[src/uadf_pkg.sv]
`default_nettype none
// ----------------------------------------------------------------------------
// uadf_pkg
// Shared types, character codes and helper functions for the URL decoder
// with accented letter folding.
// ----------------------------------------------------------------------------
package uadf_pkg;

  localparam int RUN_MAX         = 4;
  localparam int QUEUE_DEPTH_DEF = 4;

  // raw and decoded byte codes
  localparam logic [7:0] CH_PLUS   = 8'h2B;
  localparam logic [7:0] CH_PCT    = 8'h25;
  localparam logic [7:0] CH_SPACE  = 8'h20;
  localparam logic [7:0] CH_NUL    = 8'h00;
  localparam logic [7:0] PRINT_LO  = 8'h20;
  localparam logic [7:0] PRINT_HI  = 8'h7E;

  // utf-8 lead classes
  localparam logic [7:0] LEAD_C3   = 8'hC3;
  localparam logic [7:0] MASK_2B   = 8'hE0;
  localparam logic [7:0] LEAD_2B   = 8'hC0;
  localparam logic [7:0] MASK_3B   = 8'hF0;
  localparam logic [7:0] LEAD_3B   = 8'hE0;
  localparam logic [7:0] MASK_4B   = 8'hF8;
  localparam logic [7:0] LEAD_4B   = 8'hF0;

  // folded output letters (upper case; lower case sets bit 5)
  localparam logic [6:0] CH_QUEST  = 7'h3F;
  localparam logic [6:0] CH_A      = 7'h41;
  localparam logic [6:0] CH_C      = 7'h43;
  localparam logic [6:0] CH_E      = 7'h45;
  localparam logic [6:0] CH_I      = 7'h49;
  localparam logic [6:0] CH_N      = 7'h4E;
  localparam logic [6:0] CH_O      = 7'h4F;
  localparam logic [6:0] CH_U      = 7'h55;
  localparam logic [6:0] CH_Y      = 7'h59;
  localparam logic [6:0] LOWER_BIT = 7'h20;

  typedef enum logic [1:0] {
    ESC_NONE  = 2'd0,
    ESC_PCT   = 2'd1,
    ESC_DIGIT = 2'd2
  } esc_t;

  // decoded bytes of one input item, in order; a NUL only as the final byte
  typedef struct packed {
    logic [RUN_MAX-1:0][7:0] bytes;
    logic [2:0]              cnt;
  } run_t;

  typedef struct packed {
    logic [6:0] ch;
    logic       vld;
    logic       fin;
  } res_t;

  function automatic logic is_hex(logic [7:0] c);
    return (c >= 8'h30 && c <= 8'h39) || (c >= 8'h41 && c <= 8'h46) ||
           (c >= 8'h61 && c <= 8'h66);
  endfunction

  function automatic logic [3:0] hex_val(logic [7:0] c);
    logic [7:0] v;
    if (c <= 8'h39) begin
      v = c - 8'h30;
    end else if (c <= 8'h46) begin
      v = c - 8'h37;
    end else begin
      v = c - 8'h57;
    end
    return v[3:0];
  endfunction

  // second byte after a 0xC3 lead
  function automatic logic [6:0] c3_letter(logic [7:0] c);
    logic [4:0] lo;
    logic [6:0] base;
    lo = c[4:0];
    if (c[7:6] != 2'b10) begin
      return CH_QUEST;
    end
    if (lo <= 5'h05) begin
      base = CH_A;
    end else if (lo == 5'h07) begin
      base = CH_C;
    end else if (lo >= 5'h08 && lo <= 5'h0B) begin
      base = CH_E;
    end else if (lo >= 5'h0C && lo <= 5'h0F) begin
      base = CH_I;
    end else if (lo == 5'h11) begin
      base = CH_N;
    end else if (lo >= 5'h12 && lo <= 5'h16) begin
      base = CH_O;
    end else if (lo >= 5'h19 && lo <= 5'h1C) begin
      base = CH_U;
    end else if (lo == 5'h1D) begin
      base = CH_Y;
    end else begin
      return CH_QUEST;
    end
    return c[5] ? (base | LOWER_BIT) : base;
  endfunction

endpackage
`default_nettype wire

[src/uadf_front.sv]
`default_nettype none
// ----------------------------------------------------------------------------
// uadf_front
// Accepts raw bytes, resolves '+' and percent escapes, and hands the decoded
// bytes of each item, if there are any, to the queue as one run.
// ----------------------------------------------------------------------------
module uadf_front (
  input  wire logic           clk,
  input  wire logic           rst_n,
  input  wire logic           in_valid,
  input  wire logic [7:0]     in_byte,
  input  wire logic           in_last,
  output logic                in_ready,
  input  wire logic           q_full,
  output logic                q_push,
  output uadf_pkg::run_t      q_data
);
  import uadf_pkg::*;

  typedef struct packed {
    run_t run;
    logic closed;
  } acc_t;

  function automatic acc_t app(acc_t a, logic [7:0] d);
    acc_t o;
    o = a;
    if (!a.closed && a.run.cnt < 3'(RUN_MAX)) begin
      o.run.bytes[a.run.cnt[1:0]] = d;
      o.run.cnt                   = a.run.cnt + 3'd1;
      o.closed                    = (d == CH_NUL);
    end
    return o;
  endfunction

  esc_t       esc_r, esc_nxt;
  logic [7:0] held_r, held_nxt;
  logic       ended_r, ended_nxt;
  logic       accept;
  logic       do_plain;
  acc_t       acc;

  assign in_ready = !q_full;
  assign accept   = in_valid && in_ready;
  assign q_data   = acc.run;

  always_comb begin
    acc       = '0;
    esc_nxt   = esc_r;
    held_nxt  = held_r;
    ended_nxt = ended_r;
    do_plain  = 1'b0;
    q_push    = 1'b0;
    if (accept) begin
      if (ended_r) begin
        // text closed early: drop bytes up to and including the last one
        if (in_last) begin
          ended_nxt = 1'b0;
        end
      end else begin
        unique case (esc_r)
          ESC_PCT: begin
            if (is_hex(in_byte)) begin
              held_nxt = in_byte;
              esc_nxt  = ESC_DIGIT;
            end else begin
              esc_nxt  = ESC_NONE;
              acc      = app(acc, CH_PCT);
              do_plain = 1'b1;
            end
          end
          ESC_DIGIT: begin
            esc_nxt = ESC_NONE;
            if (is_hex(in_byte)) begin
              acc = app(acc, {hex_val(held_r), hex_val(in_byte)});
            end else begin
              acc      = app(acc, CH_PCT);
              acc      = app(acc, held_r);
              do_plain = 1'b1;
            end
          end
          default: begin
            do_plain = 1'b1;
          end
        endcase
        if (do_plain) begin
          if (in_byte == CH_PLUS) begin
            acc = app(acc, CH_SPACE);
          end else if (in_byte == CH_PCT) begin
            esc_nxt = ESC_PCT;
          end else begin
            acc = app(acc, in_byte);
          end
        end
        // flush a pending escape and close the text
        if (in_last && !acc.closed) begin
          if (esc_nxt == ESC_PCT) begin
            acc = app(acc, CH_PCT);
          end else if (esc_nxt == ESC_DIGIT) begin
            acc = app(acc, CH_PCT);
            acc = app(acc, held_nxt);
          end
          esc_nxt = ESC_NONE;
          acc     = app(acc, CH_NUL);
        end
        if (acc.closed) begin
          esc_nxt = ESC_NONE;
        end
        ended_nxt = acc.closed && !in_last;
        q_push    = (acc.run.cnt != 3'd0);
      end
    end
  end

  always_ff @(posedge clk) begin
    if (!rst_n) begin
      esc_r   <= ESC_NONE;
      held_r  <= 8'h00;
      ended_r <= 1'b0;
    end else begin
      esc_r   <= esc_nxt;
      held_r  <= held_nxt;
      ended_r <= ended_nxt;
    end
  end

endmodule
`default_nettype wire

[src/uadf_fifo.sv]
`default_nettype none
// ----------------------------------------------------------------------------
// uadf_fifo
// Short register queue of decoded runs between the front and the back.
// ----------------------------------------------------------------------------
module uadf_fifo #(
  parameter int DEPTH = uadf_pkg::QUEUE_DEPTH_DEF
) (
  input  wire logic           clk,
  input  wire logic           rst_n,
  input  wire logic           push,
  input  wire uadf_pkg::run_t push_data,
  output logic                full,
  input  wire logic           pop,
  output uadf_pkg::run_t      pop_data,
  output logic                empty
);
  import uadf_pkg::*;

  localparam int PW = $clog2(DEPTH);
  localparam int CW = $clog2(DEPTH + 1);

  run_t          slot_r [DEPTH];
  logic [PW-1:0] wr_ptr_r, wr_ptr_nxt;
  logic [PW-1:0] rd_ptr_r, rd_ptr_nxt;
  logic [CW-1:0] count_r, count_nxt;

  assign full     = (count_r == CW'(DEPTH));
  assign empty    = (count_r == '0);
  assign pop_data = slot_r[rd_ptr_r];

  always_comb begin
    wr_ptr_nxt = wr_ptr_r;
    rd_ptr_nxt = rd_ptr_r;
    count_nxt  = count_r;
    if (push) begin
      wr_ptr_nxt = (wr_ptr_r == PW'(DEPTH - 1)) ? '0 : wr_ptr_r + PW'(1);
    end
    if (pop) begin
      rd_ptr_nxt = (rd_ptr_r == PW'(DEPTH - 1)) ? '0 : rd_ptr_r + PW'(1);
    end
    if (push && !pop) begin
      count_nxt = count_r + CW'(1);
    end else if (pop && !push) begin
      count_nxt = count_r - CW'(1);
    end
  end

  always_ff @(posedge clk) begin
    if (push) begin
      slot_r[wr_ptr_r] <= push_data;
    end
  end

  always_ff @(posedge clk) begin
    if (!rst_n) begin
      wr_ptr_r <= '0;
      rd_ptr_r <= '0;
      count_r  <= '0;
    end else begin
      wr_ptr_r <= wr_ptr_nxt;
      rd_ptr_r <= rd_ptr_nxt;
      count_r  <= count_nxt;
    end
  end

`ifndef NO_ASSERTIONS
  a_no_overflow: assert property (@(posedge clk) disable iff (!rst_n)
    push |-> (count_r < CW'(DEPTH)))
    else $error("queue written while full");

  a_no_underflow: assert property (@(posedge clk) disable iff (!rst_n)
    pop |-> (count_r != '0))
    else $error("queue read while empty");
`endif

endmodule
`default_nettype wire

[src/uadf_back.sv]
`default_nettype none
// ----------------------------------------------------------------------------
// uadf_back
// Folds one decoded run per load into up to four results and hands them out
// one per cycle while out_ready is high, from a result buffer.
// ----------------------------------------------------------------------------
module uadf_back (
  input  wire logic           clk,
  input  wire logic           rst_n,
  input  wire logic           q_empty,
  input  wire uadf_pkg::run_t q_data,
  output logic                q_pop,
  output logic                out_item_valid,
  input  wire logic           out_ready,
  output logic [6:0]          out_char,
  output logic                out_valid,
  output logic                text_end,
  output logic                run_last
);
  import uadf_pkg::*;

  typedef struct packed {
    res_t [RUN_MAX-1:0] r;
    logic [2:0]         n;
  } fold_t;

  function automatic fold_t put(fold_t f, logic [6:0] ch, logic vld, logic fin);
    fold_t o;
    o = f;
    if (f.n < 3'(RUN_MAX)) begin
      o.r[f.n[1:0]] = '{ch: ch, vld: vld, fin: fin};
      o.n           = f.n + 3'd1;
    end
    return o;
  endfunction

  res_t       res_r [RUN_MAX];
  logic       have_r, have_nxt;
  logic [1:0] idx_r, idx_nxt;
  logic [1:0] last_r, last_nxt;
  logic       c3_r, c3_nxt;
  logic [1:0] skip_r, skip_nxt;
  logic       can_load;
  fold_t      fo;
  logic       c3;
  logic [1:0] sk;
  logic [7:0] d;

  assign run_last       = (idx_r == last_r);
  assign can_load       = !have_r || (out_ready && run_last);
  assign q_pop          = can_load && !q_empty;
  assign out_item_valid = have_r;
  assign out_char       = res_r[idx_r].ch;
  assign out_valid      = res_r[idx_r].vld;
  assign text_end       = res_r[idx_r].fin;

  // utf-8 fold over the bytes of the run at the queue head
  always_comb begin
    fo = '0;
    c3 = c3_r;
    sk = skip_r;
    d  = 8'h00;
    for (int i = 0; i < RUN_MAX; i++) begin
      if (3'(i) < q_data.cnt) begin
        d = q_data.bytes[i];
        if (d == CH_NUL) begin
          if (c3) begin
            fo = put(fo, CH_QUEST, 1'b1, 1'b0);
          end
          fo = put(fo, 7'h00, 1'b0, 1'b1);
          c3 = 1'b0;
          sk = 2'd0;
        end else if (sk != 2'd0) begin
          sk = sk - 2'd1;
        end else if (c3) begin
          c3 = 1'b0;
          fo = put(fo, c3_letter(d), 1'b1, 1'b0);
        end else if (d == LEAD_C3) begin
          c3 = 1'b1;
        end else if ((d & MASK_2B) == LEAD_2B) begin
          fo = put(fo, CH_QUEST, 1'b1, 1'b0);
          sk = 2'd1;
        end else if ((d & MASK_3B) == LEAD_3B) begin
          fo = put(fo, CH_QUEST, 1'b1, 1'b0);
          sk = 2'd2;
        end else if ((d & MASK_4B) == LEAD_4B) begin
          fo = put(fo, CH_QUEST, 1'b1, 1'b0);
          sk = 2'd3;
        end else if (d >= PRINT_LO && d <= PRINT_HI) begin
          fo = put(fo, d[6:0], 1'b1, 1'b0);
        end
      end
    end
  end

  always_comb begin
    have_nxt = have_r;
    idx_nxt  = idx_r;
    last_nxt = last_r;
    c3_nxt   = c3_r;
    skip_nxt = skip_r;
    if (q_pop) begin
      have_nxt = (fo.n != 3'd0);
      idx_nxt  = 2'd0;
      last_nxt = 2'(fo.n - 3'd1);
      c3_nxt   = c3;
      skip_nxt = sk;
    end else if (can_load) begin
      have_nxt = 1'b0;
    end else if (out_ready) begin
      idx_nxt = idx_r + 2'd1;
    end
  end

  always_ff @(posedge clk) begin
    if (q_pop) begin
      for (int i = 0; i < RUN_MAX; i++) begin
        res_r[i] <= fo.r[i];
      end
    end
  end

  always_ff @(posedge clk) begin
    if (!rst_n) begin
      have_r <= 1'b0;
      idx_r  <= 2'd0;
      last_r <= 2'd0;
      c3_r   <= 1'b0;
      skip_r <= 2'd0;
    end else begin
      have_r <= have_nxt;
      idx_r  <= idx_nxt;
      last_r <= last_nxt;
      c3_r   <= c3_nxt;
      skip_r <= skip_nxt;
    end
  end

`ifndef NO_ASSERTIONS
  a_run_holds: assert property (@(posedge clk) disable iff (!rst_n)
    (have_r && !(out_ready && run_last)) |=> (have_r && $stable(last_r)))
    else $error("result run dropped before its last item");

  a_end_closes_run: assert property (@(posedge clk) disable iff (!rst_n)
    (have_r && text_end) |-> run_last)
    else $error("end marker is not the last item of its run");
`endif

endmodule
`default_nettype wire

[src/url_decode_accent_fold.sv]
`default_nettype none
// ----------------------------------------------------------------------------
// url_decode_accent_fold
// URL percent decoder with UTF-8 accented letter folding to printable ASCII.
// ----------------------------------------------------------------------------
// an item's run is registered in the run queue, then in the result buffer, before its first result leaves
// throughput: one item per cycle while the run queue is not full; an item yields
//   up to four results, taken one at a time, and the run queue absorbs the difference
// the output buffer takes the next run in the cycle its last item is taken
// reset: synchronous active low, clears escape, fold and queue state at once
module url_decode_accent_fold #(
  parameter int QUEUE_DEPTH = uadf_pkg::QUEUE_DEPTH_DEF
) (
  input  wire logic       clk,
  input  wire logic       rst_n,
  input  wire logic       in_valid,
  output logic            in_ready,
  input  wire logic [7:0] in_byte,
  input  wire logic       in_last,
  output logic            out_item_valid,
  input  wire logic       out_ready,
  output logic [6:0]      out_char,
  output logic            out_valid,
  output logic            text_end,
  output logic            run_last
);
  import uadf_pkg::*;

  logic q_full;
  logic q_push;
  logic q_pop;
  logic q_empty;
  run_t q_wdata;
  run_t q_rdata;

  uadf_front u_front (
    .clk      (clk),
    .rst_n    (rst_n),
    .in_valid (in_valid),
    .in_byte  (in_byte),
    .in_last  (in_last),
    .in_ready (in_ready),
    .q_full   (q_full),
    .q_push   (q_push),
    .q_data   (q_wdata)
  );

  uadf_fifo #(
    .DEPTH (QUEUE_DEPTH)
  ) u_fifo (
    .clk       (clk),
    .rst_n     (rst_n),
    .push      (q_push),
    .push_data (q_wdata),
    .full      (q_full),
    .pop       (q_pop),
    .pop_data  (q_rdata),
    .empty     (q_empty)
  );

  uadf_back u_back (
    .clk            (clk),
    .rst_n          (rst_n),
    .q_empty        (q_empty),
    .q_data         (q_rdata),
    .q_pop          (q_pop),
    .out_item_valid (out_item_valid),
    .out_ready      (out_ready),
    .out_char       (out_char),
    .out_valid      (out_valid),
    .text_end       (text_end),
    .run_last       (run_last)
  );

endmodule
`default_nettype wire

[config.mk]
export PLATFORM = sky130hd
export DESIGN_NAME = url_decode_accent_fold
export DESIGN_NICKNAME = d
export VERILOG_FILES = /design/src/uadf_pkg.sv /design/src/uadf_front.sv /design/src/uadf_fifo.sv /design/src/uadf_back.sv /design/src/url_decode_accent_fold.sv
export SDC_FILE = /design/constraint.sdc
export NUM_CORES = 1
export LEC_CHECK = 0
export BUFFER_PORTS_ARGS = -buffer_cell sky130_fd_sc_hd__buf_4
export CAP_MARGIN = 20
export CELL_PAD_IN_SITES_DETAIL_PLACEMENT = 1
export CELL_PAD_IN_SITES_GLOBAL_PLACEMENT = 2
export CORE_ASPECT_RATIO = 0.8
export CORE_MARGIN = 4
export CORE_UTILIZATION = 42
export CTS_CLUSTER_SIZE = 14
export DETAILED_ROUTE_END_ITERATION = 16
export PLACE_DENSITY_LB_ADDON = 0.1
export SLEW_MARGIN = 0
export SYNTH_ARGS = -nofsm -noshare
export SYNTH_HDL_FRONTEND = slang
export SYNTH_SLANG_ARGS = --single-unit
[constraint.sdc]
create_clock -name clk -period 7.6 [get_ports clk]
set_clock_uncertainty 0.2 [all_clocks]
set_input_delay 0.38 -clock clk [delete_from_list [all_inputs] [get_ports clk]]
set_output_delay 0.38 -clock clk [all_outputs]
set_load 0.1 [all_outputs]
## After elaboration in Yosys (flattened, before gate mapping)

Memory sizes are Yosys's and may differ from the RTL's. A register that Yosys moved wholly into a read port is not among the register bits.
Cells that the tools add are included.

| cells by class | value |
|---|---|
| bitwise gates (word level) | 32 |
| muxes and demuxes | 392 |
| reductions and logical operators | 82 |
| $add $sub $neg | 28 |
| eq/ne operators | 42 |
| $lt $le $gt $ge | 92 |

Operators by type and width:

| kind | count |
|---|---|
| $mux 39 | 59 |
| $mux 36 | 29 |
| $mux 7 | 88 |
| $bwmux 36 | 6 |
| $and 32x32->32 | 5 |
| $not 32->32 | 5 |
| $demux 9 s2 | 7 |
| $mux 1 | 106 |
| $bwmux 32 | 3 |
| $mux 2 | 46 |
| $or 28x28->28 | 3 |
| $demux 8 s2 | 5 |
| $mux 8 | 9 |
| $pmux 36 s2 | 1 |
| $logic_not 8->1 | 8 |
| $mux 9 | 7 |
| $eq 5x5->1 const B | 12 |
| $mux 12 | 5 |
| $le 8x7->1 const B | 7 |
| $mux 4 | 12 |
| $logic_and 1x1->1 | 47 |
| $ge 5x4->1 const B | 8 |
| $ge 5x5->1 const B | 8 |
| $ge 8x6->1 const B | 5 |
| other kinds (46) | 177 |

| word-level totals | value |
|---|---|
| register bits | 26 |
| memory bits (writable) | 176 |
| output and inout bits | 12 |
| word-level logic and storage cells | 681 |
| memories | 2 |

Memories:

| name | depth | bits a word | read ports | clocked after Yosys merged registers in | wr ports | line | text |
|---|---|---|---|---|---|---|---|
| u_fifo.slot_r | 4 | 35 | 1 | 1 | 1 | uadf_fifo.sv:23 | `run_t slot_r [DEPTH];` |
| u_back.res_r | 4 | 9 | 1 | 1 | 4 | uadf_back.sv:37 | `res_t res_r [RUN_MAX];` |

## Logic depth before layout (Yosys ltp)

| depth | value |
|---|---|
| depth after elaboration | 79 |
| depth in mapped cells | 33 |
| gate-level depth less buffers | 30 |

## By module

From an unflattened synthesis, not the netlist that was laid out.

| unflattened totals | value |
|---|---|
| cells, all modules | 1815 |
| area, all modules | 16548.4 sq um |

Modules (own cells, without submodules):

| module | times used | sequential area each (sq um) | area an instance (sq um) | cells an instance |
|---|---|---|---|---|
| uadf_back | 1 | 1281.2 | 8150.3 | 1176 |
| uadf_fifo | 1 | 4384.2 | 5560.3 | 227 |
| uadf_front | 1 | 220.2 | 2837.7 | 412 |

## Least setup slack after synthesis

OpenSTA, ideal clock, no wires.

| timing path | value |
|---|---|
| path type | reg-to-reg |
| start point | register with a tool-made name |
| end point | memory u_back.res_r[0][8] (netlist name) (data pin) |
| data required time | 7.135 ns |
| setup time | 0.265 ns |
| arrival | 6.460 ns |
| slack | 0.675 ns |
| cell stages (with the launch flop) | 30 |
| cell sequence | dfxtp_1 -> buf_6 -> mux4_2 -> clkbuf_1 -> or4_1 -> o211a_1 -> o21ai_1 -> inv_1 -> ha_1 -> inv_1 -> nor2_1 -> nand3_1 -> and2_1 -> a211o_1 -> nand4_1 -> ha_1 -> o21ai_0 -> o21ai_0 -> ha_1 -> a21boi_0 -> o311ai_1 -> nand3_2 -> buf_2 -> xnor2_1 -> inv_1 -> ha_1 -> a21oi_1 -> a31oi_1 -> nor3b_1 -> or3_1 |

RTL lines:

| item | line |
|---|---|
| to (decl) | uadf_back.sv:37 |

==> reports/results.tsv <==
metric	value	unit
Num CTS Buffers	24	
initial antenna violation count	0	
total track usage	29.07	%
CP Max Fanout	12	
Gate Count Post-Synth	1700	
fillers	4179	
drt total wl	60710	um
post-route cell area	17500	um2
post-route ant nets	0	
Routability Congestion	0.9719	
r2r setup slk	0.48	ns
worst hold-check path type	in -> reg	
post-layout minimum cycle time	7.119	ns
I/O pin total	25	
Cell Area, Synth	15720	um2
ys async rst share	0	%
Pre-Repair DR Iteration Count	5	
crit path launch type	flip-flop	
syn_area_per_cell	9.247	um2
port bufs	24	
Diodes inserted	0	
Final Max Tran Viols	0	
initial cell density of the core	42.52	%
Worst-Margin Slew	0.9712	ns
Reg area	5891	um2
Multi-input gate area	9178	um2
top cells by area, synth	edfxtp_1 (34%), mux4_2 (6.3%), ha_1 (4.4%)	
WL/cell	27.29	um
hold slack	0.07433	ns
row cnt	63	
Util after Layout	47.33	%
clk slew on worst S/H paths	0.06	ns
drt drc	0	
Yosys cell types	107	
fraction of layout cells with a size suffix above 1	13.92	%
clock buffer depth	3	
Finish-stage setup viols	0	
synthesis warning total	0	
vias in the first global route	14440	
Max Fclk	0.1405	GHz
status	complete, no violations	
Final Hold Fails	0	
height of the die	181.0	um
ys flop type	edfxtp_1	
Max-Cap Viols	0	
placed wire-length estimate	46400	um
Die ar.	40610	um2
Die Wd	224.3	um
root buffer cell	clkbuf_16	
Slew headroom	35.05	%
largest net degree at the start of global routing	42	
WP data arrival	7.32	ns
post-synthesis sequential area ratio	37.44	%
worst path required time	7.80	ns
flop and latch count out of synthesis	206	
Vias/cell	6.582	
layout net count	1789	
area leader, netlist	edfxtp_1	
# clock sinks	206	
H-Tree Depth	1	
DR iter-0 viols	1569	
first-pass GRT wire length	91490	um
EDFF count, synth	176	
GR Overflow Total	0	
core area	36970	um2
critical path class	reg -> reg	
Syn Nets	1769	
Hold Path Origin	in_last	
Worst Setup End Kind	flip-flop	
area fraction of the dominant cell type after synthesis	33.62	%
Setup TNS	0	ns
dpl cell area	16510	um2
fin crit share	93.67	%
Worst-Skew Late Latency	0.56	ns
P&R area growth vs syn	11.32	%
CTS tree	yes	
vias	14640	
## cell usage in the layout, fill, tap and decap left out, drive strengths merged, types with 9 or more instances in the layout
cell,instances
nor3,43
a22oi,20
xnor2,11
o21ai,99
a32oi,14
mux2i,13
a211oi,16
nor2,176
or2,13
a21o,15
o211ai,20
nand2,179
mux4,44
a21oi,131
and2,42
a21boi,9
nand3,63
inv,67
clkbuf,28
a31oi,29
o22ai,40
and3,27
nor4,11
nor2b,16
o2111ai,11
o2bb2ai,10
ha,55
a311oi,9
a2bb2oi,14
clkinv,9
dfxtp,30
buf,81
nand2b,15
nand4,19
edfxtp,176
dlygate4sd3,9
o221ai,20
o21a,16
o31ai,11
or3,12
## layer usage
layer | GRT usage [%] | vias to the layer above | part of all wire, %
met1 | 43.76 | 7416 | 47
met2 | 41.71 | 567 | 42
met4 | 3.993 | 0 | 1.4
li1 | - | 6604 | -
met5 | 0 | - | 0
met3 | 9.779 | 57 | 10
## state kept, by name, summed over array words and instances, names as in the netlist, named ones only
register and flops:
u_back.idx_r 2, u_front.esc_r 2, u_fifo.count_r 3, u_front.ended_r 1, u_front.held_r 8, u_back.skip_r 2, u_fifo.wr_ptr_r 2, u_back.last_r 2
u_back.out_item_valid 1, u_fifo.rd_ptr_r 2, u_back.res_r 36, u_fifo.slot_r 140, u_back.c3_r 1
## final cells by class
cell class | instances | area share [%]
timing repair buffer | 92 | 4.297
inverter | 64 | 1.373
tap | 487 | 3.482
sequential | 206 | 33.66
clock inverter | 18 | 1.022
clock buffer | 26 | 3.718
multi-input combinational | 1332 | 52.45
## cells by family after synthesis
| logic type | after synthesis | share of synthesized area (%) |
|---|---|---|
| adders and majority gates | 56 | 4.505 |
| xor gates and xnor gates | 18 | 1.242 |
| muxes | 58 | 7.251 |
| buffers and inverters | 162 | 4.513 |
| AOI/OAI and AO/OA | 564 | 25.07 |
| and+or+nand+nor | 636 | 19.98 |
| DFF | 206 | 37.44 |
## stage by stage
stage                     cells  setup slack, ns
after detailed placement   2168          0.09489
after floorplan            1700           0.6746
after CTS                  2221           0.1228
final                      2225           0.4813
after global placement     2168           0.2092
after global routing       2225         -0.01167
## final timing paths
| check | to | cells after the start |
|---|---|---|
| setup / recovery | u_back.res_r[1][4] | 27 |
| setup reg to reg | u_back.res_r[1][4] | 27 |
| hold reg to reg | u_fifo.count_r[2] | 2 |
| hold / removal | u_front.ended_r | 3 |
## critical path, cell delays in order (launching register included)
cell and delay [ns]:
dfxtp_4 0.46, mux4_2 0.54, buf_4 0.21, nor4_4 0.39
and2_1 0.23, nor2b_1 0.21, o21ai_1 0.14, buf_4 0.19
ha_1 0.32, nand2_1 0.07, nand2_1 0.10, ha_1 0.28
nand2_1 0.07, o211ai_1 0.14, a22oi_1 0.27, nand4b_1 0.27
o21ai_0 0.14, o21ai_1 0.23, ha_1 0.27, a21boi_0 0.14
o311ai_2 0.41, nand3_2 0.15, xnor2_1 0.35, inv_1 0.12
ha_1 0.31, o41ai_4 0.54, nor2_1 0.13, o22ai_1 0.16
## cell usage after synthesis (7+ instances only)
master	count
o22ai_1	38
or3_1	12
o21ai_1	11
o21a_1	16
inv_1	64
nand4_1	17
and3_1	27
mux4_2	44
a211oi_1	14
o2111ai_1	11
dfxtp_1	30
nor3_1	38
buf_4	7
a32oi_1	14
a22oi_1	20
or2_2	12
buf_2	12
nand2b_1	15
ha_1	55
a31oi_1	26
nor4_1	7
xnor2_1	10
a311oi_1	8
a21oi_1	126
o21ai_0	87
edfxtp_1	176
mux2i_1	12
o211ai_1	20
nor2_1	175
o2bb2ai_1	9
a21o_1	15
nand3_1	61
o221ai_1	20
and2_1	35
clkbuf_1	65
a21boi_0	8
nand2_1	176
nor2b_1	16
a2bb2oi_1	14
o31ai_1	10
buf_6	8
## repair_timing
item,4_1_cts,5_1_grt
hold buffers,9,0
setup buffers,0,2
gates resized for setup,0,9
hold endpoints to repair,16,0
endpoints found under the setup margin,0,146
Power is left out: the tool's default activity adds up to more than one toggle a clock period on the data nets, which glitch-free logic cannot reach.
